[src/design/clock_divider_planner_defines.svh]
// Assertion macros for the clock divider planner.
// Used by the top level only; compiled out when SYNTHESIS is defined.
`ifndef CLOCK_DIVIDER_PLANNER_DEFINES_SVH
`define CLOCK_DIVIDER_PLANNER_DEFINES_SVH
`ifndef SYNTHESIS
// check with reset as disable
`define CDP_ASSERT(label, clk, rst, prop) \
   label: assert property (@(posedge clk) disable iff (rst) prop) \
      else $error("clock divider planner check failed");
// check that also holds through reset
`define CDP_ASSERT_ALWAYS(label, clk, prop) \
   label: assert property (@(posedge clk) prop) \
      else $error("clock divider planner check failed");
`else
`define CDP_ASSERT(label, clk, rst, prop)
`define CDP_ASSERT_ALWAYS(label, clk, prop)
`endif
`endif

[src/design/cdp_pkg.sv]
// Shared types and constants for the clock divider planner.
// No dependencies; used by cdp_ctrl, cdp_dpath and clock_divider_planner.
`default_nettype none
package cdp_pkg;

   localparam int unsigned RATE_W      = 32;
   localparam int unsigned RATE_REGS   = 4;
   localparam int unsigned CSR_INDEX_W = 3;

   localparam logic [RATE_W-1:0] OSC_RESET_HZ    = 32'd24000000;
   localparam logic [2:0]        MAX_LINEAR_BITS = 3'd4;
   localparam logic [1:0]        MAX_SHIFT_BITS  = 2'd2;

   // register indexes
   localparam logic [CSR_INDEX_W-1:0] REG_SOURCE_RATE_0   = 3'd0;
   localparam logic [CSR_INDEX_W-1:0] REG_SOURCE_RATE_1   = 3'd1;
   localparam logic [CSR_INDEX_W-1:0] REG_SOURCE_RATE_2   = 3'd2;
   localparam logic [CSR_INDEX_W-1:0] REG_SOURCE_RATE_3   = 3'd3;
   localparam logic [CSR_INDEX_W-1:0] REG_LINEAR_DIV_BITS = 3'd4;
   localparam logic [CSR_INDEX_W-1:0] REG_SHIFT_DIV_BITS  = 3'd5;
   localparam logic [CSR_INDEX_W-1:0] REG_MUX_BITS        = 3'd6;

   typedef struct packed {
      logic [RATE_REGS-1:0][RATE_W-1:0] source_rate;
      logic [2:0]                       linear_div_bits;
      logic [1:0]                       shift_div_bits;
      logic [1:0]                       mux_bits;
   } cfg_type;

   typedef struct packed {
      logic load;       // capture target, clear best, restart indices
      logic next_src;   // move to next mux source
      logic div_start;  // load dividend for current candidate
      logic div_step;   // one restoring division step
      logic update;     // compare quotient against best
      logic next_cand;  // next m, wrapping into next p
      logic publish;    // copy best into result registers
   } cmd_type;

   typedef struct packed {
      logic src_absent;
      logic div_last;
      logic last_cand;
      logic last_src;
   } sts_type;

endpackage
`default_nettype wire

[src/design/cdp_ctrl.sv]
// Controller for the clock divider planner: sequences the search and owns rsp_valid.
// Depends on cdp_pkg for the command and status structs.
`default_nettype none
module cdp_ctrl (
   input  wire logic            clock,
   input  wire logic            reset,
   input  wire logic            req_valid,
   output logic                 req_stall,
   output logic                 rsp_valid,
   input  wire logic            rsp_stall,
   input  wire cdp_pkg::sts_type sts,
   output cdp_pkg::cmd_type     cmd
);

   localparam logic [2:0] ST_IDLE = 3'd0;
   localparam logic [2:0] ST_SRC  = 3'd1;
   localparam logic [2:0] ST_DIV  = 3'd2;
   localparam logic [2:0] ST_CMP  = 3'd3;
   localparam logic [2:0] ST_FIN  = 3'd4;

   logic [2:0] state_ff, state_in;
   logic       rsp_valid_ff, rsp_valid_in;

   always_comb begin
      cmd          = '0;
      state_in     = state_ff;
      rsp_valid_in = rsp_valid_ff & rsp_stall;
      unique case (state_ff)
         ST_IDLE: begin
            if (req_valid) begin
               cmd.load = 1'b1;
               state_in = ST_SRC;
            end
         end
         ST_SRC: begin
            if (sts.src_absent) begin
               if (sts.last_src) begin
                  state_in = ST_FIN;
               end else begin
                  cmd.next_src = 1'b1;
               end
            end else begin
               cmd.div_start = 1'b1;
               state_in      = ST_DIV;
            end
         end
         ST_DIV: begin
            cmd.div_step = 1'b1;
            if (sts.div_last) begin
               state_in = ST_CMP;
            end
         end
         ST_CMP: begin
            cmd.update = 1'b1;
            state_in   = ST_SRC;
            if (sts.last_cand) begin
               if (sts.last_src) begin
                  state_in = ST_FIN;
               end else begin
                  cmd.next_src = 1'b1;
               end
            end else begin
               cmd.next_cand = 1'b1;
            end
         end
         ST_FIN: begin
            // wait for the output register to free up
            if (!rsp_valid_ff || !rsp_stall) begin
               cmd.publish  = 1'b1;
               rsp_valid_in = 1'b1;
               state_in     = ST_IDLE;
            end
         end
         default: begin
            state_in = ST_IDLE;
         end
      endcase
   end

   always_ff @(posedge clock) begin
      if (reset) begin
         state_ff     <= ST_IDLE;
         rsp_valid_ff <= 1'b0;
      end else begin
         state_ff     <= state_in;
         rsp_valid_ff <= rsp_valid_in;
      end
   end

   assign req_stall = (state_ff != ST_IDLE);
   assign rsp_valid = rsp_valid_ff;

endmodule
`default_nettype wire

[src/design/cdp_dpath.sv]
// Datapath for the clock divider planner: loop indices, serial divider, best tracker.
// Depends on cdp_pkg; driven by commands from cdp_ctrl.
`default_nettype none
module cdp_dpath #(
   parameter int SOURCE_COUNT = 4
) (
   input  wire logic             clock,
   input  wire cdp_pkg::cfg_type cfg,
   input  wire cdp_pkg::cmd_type cmd,
   output cdp_pkg::sts_type      sts,
   input  wire logic [31:0]      req_target_rate,
   output logic [1:0]            rsp_source_select,
   output logic [4:0]            rsp_linear_divider,
   output logic [1:0]            rsp_shift_amount,
   output logic [31:0]           rsp_reached_rate,
   output logic                  rsp_found
);

   logic [31:0] target_ff, target_in;
   logic [1:0]  mux_ff, mux_in;
   logic [1:0]  p_ff, p_in;
   logic [4:0]  m_ff, m_in;
   logic [31:0] quo_ff, quo_in;
   logic [4:0]  rem_ff, rem_in;
   logic [4:0]  cnt_ff, cnt_in;
   logic [31:0] best_ff, best_in;
   logic [4:0]  best_m_ff, best_m_in;
   logic [1:0]  best_p_ff, best_p_in;
   logic [1:0]  best_mux_ff, best_mux_in;
   logic [1:0]  out_mux_ff, out_mux_in;
   logic [4:0]  out_m_ff, out_m_in;
   logic [1:0]  out_p_ff, out_p_in;
   logic [31:0] out_rate_ff, out_rate_in;
   logic        out_found_ff, out_found_in;

   logic [31:0] src_rate;
   logic [2:0]  lin_bits;
   logic [1:0]  shf_bits;
   logic [4:0]  m_lim;
   logic [1:0]  p_max;
   logic [3:0]  src_raw;
   logic [3:0]  src_lim;
   logic        last_m;
   logic        last_p;
   logic [5:0]  trial;
   logic        qbit;

   assign src_rate = cfg.source_rate[mux_ff];

   // clamp the field widths
   assign lin_bits = (cfg.linear_div_bits > cdp_pkg::MAX_LINEAR_BITS) ?
                     cdp_pkg::MAX_LINEAR_BITS : cfg.linear_div_bits;
   assign shf_bits = (cfg.shift_div_bits > cdp_pkg::MAX_SHIFT_BITS) ?
                     cdp_pkg::MAX_SHIFT_BITS : cfg.shift_div_bits;
   assign m_lim    = 5'd1 << lin_bits;

   always_comb begin
      case (shf_bits)
         2'd0:    p_max = 2'd0;
         2'd1:    p_max = 2'd1;
         default: p_max = 2'd3;
      endcase
   end

   always_comb begin
      src_raw = 4'd1 << cfg.mux_bits;
      src_lim = src_raw;
      if (src_lim > 4'(SOURCE_COUNT)) begin
         src_lim = 4'(SOURCE_COUNT);
      end
      if (src_lim > 4'(cdp_pkg::RATE_REGS)) begin
         src_lim = 4'(cdp_pkg::RATE_REGS);
      end
   end

   assign last_m = (m_ff == m_lim);
   assign last_p = (p_ff == p_max);

   assign sts.src_absent = (src_rate == '0);
   assign sts.div_last   = (cnt_ff == 5'd31);
   assign sts.last_cand  = last_m & last_p;
   assign sts.last_src   = (({2'b00, mux_ff} + 4'd1) == src_lim);

   // restoring step: remainder stays below m, so five bits hold it
   assign trial = {rem_ff, quo_ff[31]};
   assign qbit  = (trial >= {1'b0, m_ff});

   always_comb begin
      target_in    = target_ff;
      mux_in       = mux_ff;
      p_in         = p_ff;
      m_in         = m_ff;
      quo_in       = quo_ff;
      rem_in       = rem_ff;
      cnt_in       = cnt_ff;
      best_in      = best_ff;
      best_m_in    = best_m_ff;
      best_p_in    = best_p_ff;
      best_mux_in  = best_mux_ff;
      out_mux_in   = out_mux_ff;
      out_m_in     = out_m_ff;
      out_p_in     = out_p_ff;
      out_rate_in  = out_rate_ff;
      out_found_in = out_found_ff;

      if (cmd.load) begin
         target_in   = req_target_rate;
         mux_in      = 2'd0;
         p_in        = 2'd0;
         m_in        = 5'd1;
         best_in     = '0;
         best_m_in   = 5'd1;
         best_p_in   = 2'd0;
         best_mux_in = 2'd0;
      end

      if (cmd.div_start) begin
         quo_in = src_rate >> p_ff;
         rem_in = '0;
         cnt_in = '0;
      end

      if (cmd.div_step) begin
         rem_in = qbit ? 5'(trial - {1'b0, m_ff}) : trial[4:0];
         quo_in = {quo_ff[30:0], qbit};
         cnt_in = cnt_ff + 5'd1;
      end

      // strict compare keeps the earliest candidate on a tie
      if (cmd.update && (quo_ff <= target_ff) && (quo_ff > best_ff)) begin
         best_in     = quo_ff;
         best_m_in   = m_ff;
         best_p_in   = p_ff;
         best_mux_in = mux_ff;
      end

      if (cmd.next_cand) begin
         if (last_m) begin
            m_in = 5'd1;
            p_in = p_ff + 2'd1;
         end else begin
            m_in = m_ff + 5'd1;
         end
      end

      if (cmd.next_src) begin
         mux_in = mux_ff + 2'd1;
         p_in   = 2'd0;
         m_in   = 5'd1;
      end

      if (cmd.publish) begin
         out_mux_in   = best_mux_ff;
         out_m_in     = best_m_ff;
         out_p_in     = best_p_ff;
         out_rate_in  = best_ff;
         out_found_in = (best_ff != '0);
      end
   end

   always_ff @(posedge clock) begin
      target_ff    <= target_in;
      mux_ff       <= mux_in;
      p_ff         <= p_in;
      m_ff         <= m_in;
      quo_ff       <= quo_in;
      rem_ff       <= rem_in;
      cnt_ff       <= cnt_in;
      best_ff      <= best_in;
      best_m_ff    <= best_m_in;
      best_p_ff    <= best_p_in;
      best_mux_ff  <= best_mux_in;
      out_mux_ff   <= out_mux_in;
      out_m_ff     <= out_m_in;
      out_p_ff     <= out_p_in;
      out_rate_ff  <= out_rate_in;
      out_found_ff <= out_found_in;
   end

   assign rsp_source_select  = out_mux_ff;
   assign rsp_linear_divider = out_m_ff;
   assign rsp_shift_amount   = out_p_ff;
   assign rsp_reached_rate   = out_rate_ff;
   assign rsp_found          = out_found_ff;

endmodule
`default_nettype wire

[src/design/clock_divider_planner.sv]
// Clock divider planner. A beat on req_ carries a target rate; one beat on rsp_ returns the
// mux source, linear divider m, shift p and the highest rate (source >> p) / m not above the
// target, with found low when nothing fits. One request is searched at a time. Each
// candidate takes one 32-step serial division plus bookkeeping in the compare state. The search
// covers up to four sources, sixteen m and four p; an absent source skips the division. A new
// request is taken while a finished result still waits. The user must write configuration
// through csr_ only while the block is idle; the block itself does not enforce this.
`default_nettype none
`include "clock_divider_planner_defines.svh"
module clock_divider_planner #(
   parameter int SOURCE_COUNT = 4
) (
   input  wire logic        clock,
   input  wire logic        reset,
   input  wire logic        req_valid,
   output logic             req_stall,
   input  wire logic [31:0] req_target_rate,
   output logic             rsp_valid,
   input  wire logic        rsp_stall,
   output logic [1:0]       rsp_source_select,
   output logic [4:0]       rsp_linear_divider,
   output logic [1:0]       rsp_shift_amount,
   output logic [31:0]      rsp_reached_rate,
   output logic             rsp_found,
   input  wire logic        csr_wr_en,
   input  wire logic [2:0]  csr_index,
   input  wire logic [31:0] csr_wdata
);

   cdp_pkg::cfg_type cfg_ff, cfg_in;
   cdp_pkg::cmd_type cmd;
   cdp_pkg::sts_type sts;

   always_comb begin
      cfg_in = cfg_ff;
      if (csr_wr_en) begin
         unique case (csr_index)
            cdp_pkg::REG_SOURCE_RATE_0:   cfg_in.source_rate[0]  = csr_wdata;
            cdp_pkg::REG_SOURCE_RATE_1:   cfg_in.source_rate[1]  = csr_wdata;
            cdp_pkg::REG_SOURCE_RATE_2:   cfg_in.source_rate[2]  = csr_wdata;
            cdp_pkg::REG_SOURCE_RATE_3:   cfg_in.source_rate[3]  = csr_wdata;
            cdp_pkg::REG_LINEAR_DIV_BITS: cfg_in.linear_div_bits = csr_wdata[2:0];
            cdp_pkg::REG_SHIFT_DIV_BITS:  cfg_in.shift_div_bits  = csr_wdata[1:0];
            cdp_pkg::REG_MUX_BITS:        cfg_in.mux_bits        = csr_wdata[1:0];
            default: begin
               // unused index: write dropped
            end
         endcase
      end
   end

   always_ff @(posedge clock) begin
      if (reset) begin
         cfg_ff.source_rate[0]  <= cdp_pkg::OSC_RESET_HZ;
         cfg_ff.source_rate[1]  <= '0;
         cfg_ff.source_rate[2]  <= '0;
         cfg_ff.source_rate[3]  <= '0;
         cfg_ff.linear_div_bits <= cdp_pkg::MAX_LINEAR_BITS;
         cfg_ff.shift_div_bits  <= cdp_pkg::MAX_SHIFT_BITS;
         cfg_ff.mux_bits        <= 2'd2;
      end else begin
         cfg_ff <= cfg_in;
      end
   end

   cdp_ctrl u_ctrl (
      .clock     (clock),
      .reset     (reset),
      .req_valid (req_valid),
      .req_stall (req_stall),
      .rsp_valid (rsp_valid),
      .rsp_stall (rsp_stall),
      .sts       (sts),
      .cmd       (cmd)
   );

   cdp_dpath #(
      .SOURCE_COUNT (SOURCE_COUNT)
   ) u_dpath (
      .clock              (clock),
      .cfg                (cfg_ff),
      .cmd                (cmd),
      .sts                (sts),
      .req_target_rate    (req_target_rate),
      .rsp_source_select  (rsp_source_select),
      .rsp_linear_divider (rsp_linear_divider),
      .rsp_shift_amount   (rsp_shift_amount),
      .rsp_reached_rate   (rsp_reached_rate),
      .rsp_found          (rsp_found)
   );

   // found flag must agree with the reached rate
   `CDP_ASSERT(a_found_rate, clock, reset, rsp_valid |-> (rsp_found == (rsp_reached_rate != '0)))
   // m never outside 1..16 on a delivered beat (m - 1 wraps to 31 when m is zero)
   `CDP_ASSERT(a_div_range, clock, reset, rsp_valid |-> (rsp_linear_divider - 5'd1 < 5'd16))
   // a result only appears at the end of a search, when requests were held off
   `CDP_ASSERT(a_result_after_search, clock, reset, $rose(rsp_valid) |-> $past(req_stall))
   // no request can be taken while a command stream is running
   `CDP_ASSERT_ALWAYS(a_no_load_when_busy, clock, (cmd.load |-> !req_stall))

endmodule
`default_nettype wire
[config.mk]
export PLATFORM = sky130hd
export DESIGN_NAME = clock_divider_planner
export DESIGN_NICKNAME = d
export VERILOG_FILES = /design/src/design/cdp_pkg.sv /design/src/design/cdp_ctrl.sv /design/src/design/cdp_dpath.sv /design/src/design/clock_divider_planner.sv
export VERILOG_INCLUDE_DIRS = /design/src /design/src/design
export SDC_FILE = /design/constraint.sdc
export NUM_CORES = 1
export LEC_CHECK = 0
export BUFFER_PORTS_ARGS = -buffer_cell sky130_fd_sc_hd__buf_4
export CAP_MARGIN = 20
export CORE_MARGIN = 8
export CORE_UTILIZATION = 53
export DETAILED_ROUTE_END_ITERATION = 7
export PLACE_DENSITY = 0.72
export SYNTH_ARGS = -nofsm -noshare
export SYNTH_HDL_FRONTEND = slang
export SYNTH_SLANG_ARGS = --single-unit
[constraint.sdc]
create_clock -name clock -period 11.9 [get_ports clock]
set_input_delay 0 -clock clock [delete_from_list [all_inputs] [get_ports clock]]
set_output_delay 0 -clock clock [all_outputs]
set_load 0.05 [all_outputs]
==> metrics.csv <==
stage,metric,value,unit
status,outcome,"complete, no violations",
power_and_ir_drop,overall power,2.72,mW
timing,"Period Utilization, post-route",0.337,
floorplan,core area,27000,um2
grt,global-route wire length before repair,56500,um
worst_hold_path,type of the most critical hold path,in -> reg,
power_and_ir_drop,Leakage Power,6.92,nW
layout,Filler cells,2045,
setup_path,crit start category,flop,
yosys,number of enable-type register cells in the synthesized netlist,159,
setup_path,R2R setup slack,7.90,ns
place,post-placement cell area,15700,um2
timing,Setup Skew,0.0129,ns
place,number of input and output port buffers inserted,115,
yosys,top cells by instance count after synthesis,"sky130_fd_sc_hd__nand2_1, sky130_fd_sc_hd__edfxtp_1, sky130_fd_sc_hd__a21oi_1, sky130_fd_sc_hd__dfxtp_1, sky130_fd_sc_hd__nor2_1",
timing,Final Hold Violating Endpoints,0,
setup_path,logic depth of the worst register-to-register path,9,
yosys,synth unique cells,59,
yosys,post-synthesis instance area,14600,um2
worst_hold_path,Hold Crit Depth,2,
timing,setup violation total in the final timing report,0,
timing,Slew Limit Headroom,0.339,
detailed_routing,first-pass detailed-route iteration total,5,
yosys,"Top FF cell, synth",sky130_fd_sc_hd__edfxtp_1,
timing,post-layout minimum cycle time,4.00,ns
yosys,"top cells by area, synth","sky130_fd_sc_hd__edfxtp_1, sky130_fd_sc_hd__dfxtp_1, sky130_fd_sc_hd__nand2_1, sky130_fd_sc_hd__ha_1, sky130_fd_sc_hd__a21oi_1",
timing,fmax,250,MHz
timing,RSZ-0062 raised after global routing,no,
grt,largest net degree at the start of global routing,121,
yosys,Yosys warning total,0,
grt,via count of the first global-routing pass,10736,
setup_path,slowest stage cell on the critical path,sky130_fd_sc_hd__or2_2,
yosys,Synth Area per Inst,10.3,um2
clock_network,CTS Buffer Depth,3,
clock_network,count of clock tree sinks,305,
layout,cell area after layout,17500,um2
detailed_routing,vias per cell,5.63,
clock_network,clock-pin slew on the worst setup and hold paths,0.07,ns
setup_path,Critical Path Fanout Max,42,
detailed_routing,total wirelength of the detailed-routed design,35100,um
job,Max-Cap Viols,0,
timing,max-slew violation total from the final report,0,
power_and_ir_drop,largest vdd supply drop,101,uV
clock_network,clock latency on the worst-skew pair,0.56,ns
floorplan,number of placement rows,60,
grt,GRT overflow,0,
setup_path,sequence of cells on the critical path,ha_1 > nand4_1 > nor4_1 > o21ai_0 > o211ai_1 > a222oi_1 > a2111oi_2 > buf_4 > or2_2,
layout,proportion of layout cells with a drive suffix above 1,0.144,
floorplan,die outline width,182,um
timing,slew at the pin closest to its max-slew limit,0.992,ns
yosys,synthesized net count,1560,
setup_path,"Worst Path Class, Setup",reg -> reg,
floorplan,die outline height,182,um
clock_network,clock buffers created by TritonCTS,31,
floorplan,starting utilization of the core area,0.540,
timing,summed negative setup slack over all endpoints,0,ns
detailed_routing,Post-DRT Antenna Nets,0,
clock_network,H-Tree Level Count,1,
detailed_routing,via count,10935,
detailed_routing,mean routed wirelength per cell,18.1,um
detailed_routing,number of remaining DRC errors,0,
layout,diode insertion count for antenna repair,0,
yosys,Synth top area share,0.328,
yosys,cell type contributing the most total cell area after synthesis,sky130_fd_sc_hd__edfxtp_1,
yosys,Yosys reg bits,305,
setup_path,longest individual stage delay on the worst path,0.83,ns
detailed_routing,starting DRC count in detailed routing,721,
yosys,leading cell type by number of instances after synthesis,sky130_fd_sc_hd__nand2_1,
clock_network,CTS Root Cell,sky130_fd_sc_hd__clkbuf_16,
floorplan,number of primary I/O pins,116,
yosys,share of synthesized area occupied by flip-flops and latches,0.528,
layout,Layout Utilization,0.651,
clock_network,CTS tree,yes,
place,DP HPWL,23200,um
setup_path,"Req. time, crit path",12.08,ns
yosys,Cells after Synth,1414,
power_and_ir_drop,Power per Cell Area,155,nW/um2
grt,gr usage total,0.208,
grt,antenna violations before repair,0,
setup_path,arrival time of data at the critical path endpoint,4.18,ns
place,Placer Congestion,0.869,
yosys,share of synthesized registers carrying an async set or reset,0,
floorplan,area of the die,33000,um2
setup_path,Critical Path Sink Type,flop,
layout,Area Growth Syn to Fin,20.4,%
layout,Layout Nets,1722,
final timing paths:
| path | start | end |
|---|---|---|
| worst max register to register | u_dpath.quo_ff[13] | u_dpath.best_ff[14] |
| worst max-delay path | u_dpath.quo_ff[13] | u_dpath.best_ff[14] |
| worst min register to register | u_dpath.best_m_ff[2] | u_dpath.rsp_linear_divider[2] |
| worst min-delay path | req_target_rate[27] | u_dpath.target_ff[27] |
layout make-up:
cell class                      count  area [um2]  share of cell area
Inverter                           77         289              0.0165
Clock inverter                     16         164             0.00935
Multi-Input combinational cell    954        6280               0.358
Clock buffer                       42         880              0.0502
Tap cell                          341         427              0.0243
Sequential cell                   305        7700               0.439
Timing Repair Buffer              207        1790               0.102
sequential cells by signal, summed over array words and instances, names as in the netlist, 32 cells and up:
signal and flops:
u_dpath.best_ff 32, u_dpath.rsp_reached_rate 32, u_dpath.target_ff 32, cfg_ff 135, u_dpath.quo_ff 32
repair_timing:
| action | in CTS | in global routing |
|---|---|---|
| buffers inserted | 0 | 0 |
| gates resized for setup | 0 | 0 |
| hold buffers | 75 | 0 |
| endpoints found under the setup margin | 0 | 0 |
| hold endpoints to repair | 173 | 0 |
critical path, delay by kind of cell (launching register included):
kind,cells,cell delay (ns)
AND/OR/NAND/NOR,3,1.51
AO/OA/AOI/OAI,4,0.87
flip-flops,1,0.47
buffers and inverters,1,0.40
adder cells (fa/ha/maj),1,0.34
metal layers:
| metal | track usage | part of all wire | vias to the layer above |
|---|---|---|---|
| met3 | 0.0357 | 0.058 | 62 |
| met4 | 0.0554 | 0.024 | 0 |
| met1 | 0.274 | 0.44 | 5229 |
| li1 | - | - | 5310 |
| met5 | 0 | 0 | - |
| met2 | 0.350 | 0.48 | 334 |
cells in the final DEF (no fill, tap or decap), types with 13 or more instances in the layout:
cell / n
sky130_fd_sc_hd__o21ai_0: 20
sky130_fd_sc_hd__clkbuf_16: 33
sky130_fd_sc_hd__mux4_2: 29
sky130_fd_sc_hd__dfxtp_1: 146
sky130_fd_sc_hd__dlygate4sd3_1: 75
sky130_fd_sc_hd__inv_1: 77
sky130_fd_sc_hd__ha_1: 73
sky130_fd_sc_hd__buf_4: 129
sky130_fd_sc_hd__a21oi_1: 157
sky130_fd_sc_hd__nand4_1: 18
sky130_fd_sc_hd__edfxtp_1: 159
sky130_fd_sc_hd__nor2b_1: 13
sky130_fd_sc_hd__and2_1: 48
sky130_fd_sc_hd__nand2_1: 308
sky130_fd_sc_hd__mux4_1: 22
sky130_fd_sc_hd__nor4_1: 18
sky130_fd_sc_hd__nor2_1: 112
report_power, final:
part | leakage (nW) | internal (mW) | switching [mW]
Sequential | 2.70 | 1.21 | 0.0679
Combinational | 3.71 | 0.190 | 0.257
Clock | 0.515 | 0.583 | 0.404
Total | 6.92 | 1.99 | 0.728
through the flow:
step	std cells	setup WS, ns	hold WS (ns)
2_1_floorplan	1414	8.04	0.0989
3_3_place_gp	1806	8.00	0.179
3_5_place_dp	1806	7.86	0.179
4_1_cts	1939	7.85	0.125
5_1_grt	1942	7.66	0.134
6_report	1942	7.90	0.149
kinds of logic (layout without fill, tap and decap cells):
logic type | Yosys count | in the layout | share of synthesized area
xor+xnor | 8 | 8 | 0.00481
simple gates | 581 | 581 | 0.179
compound gates | 231 | 231 | 0.0897
buf+inv | 155 | 342 | 0.0428
flops | 305 | 305 | 0.528
fa+ha+maj | 74 | 74 | 0.0641
mux | 60 | 60 | 0.0908
No activity file was read; power rests on OpenSTA's default activity.
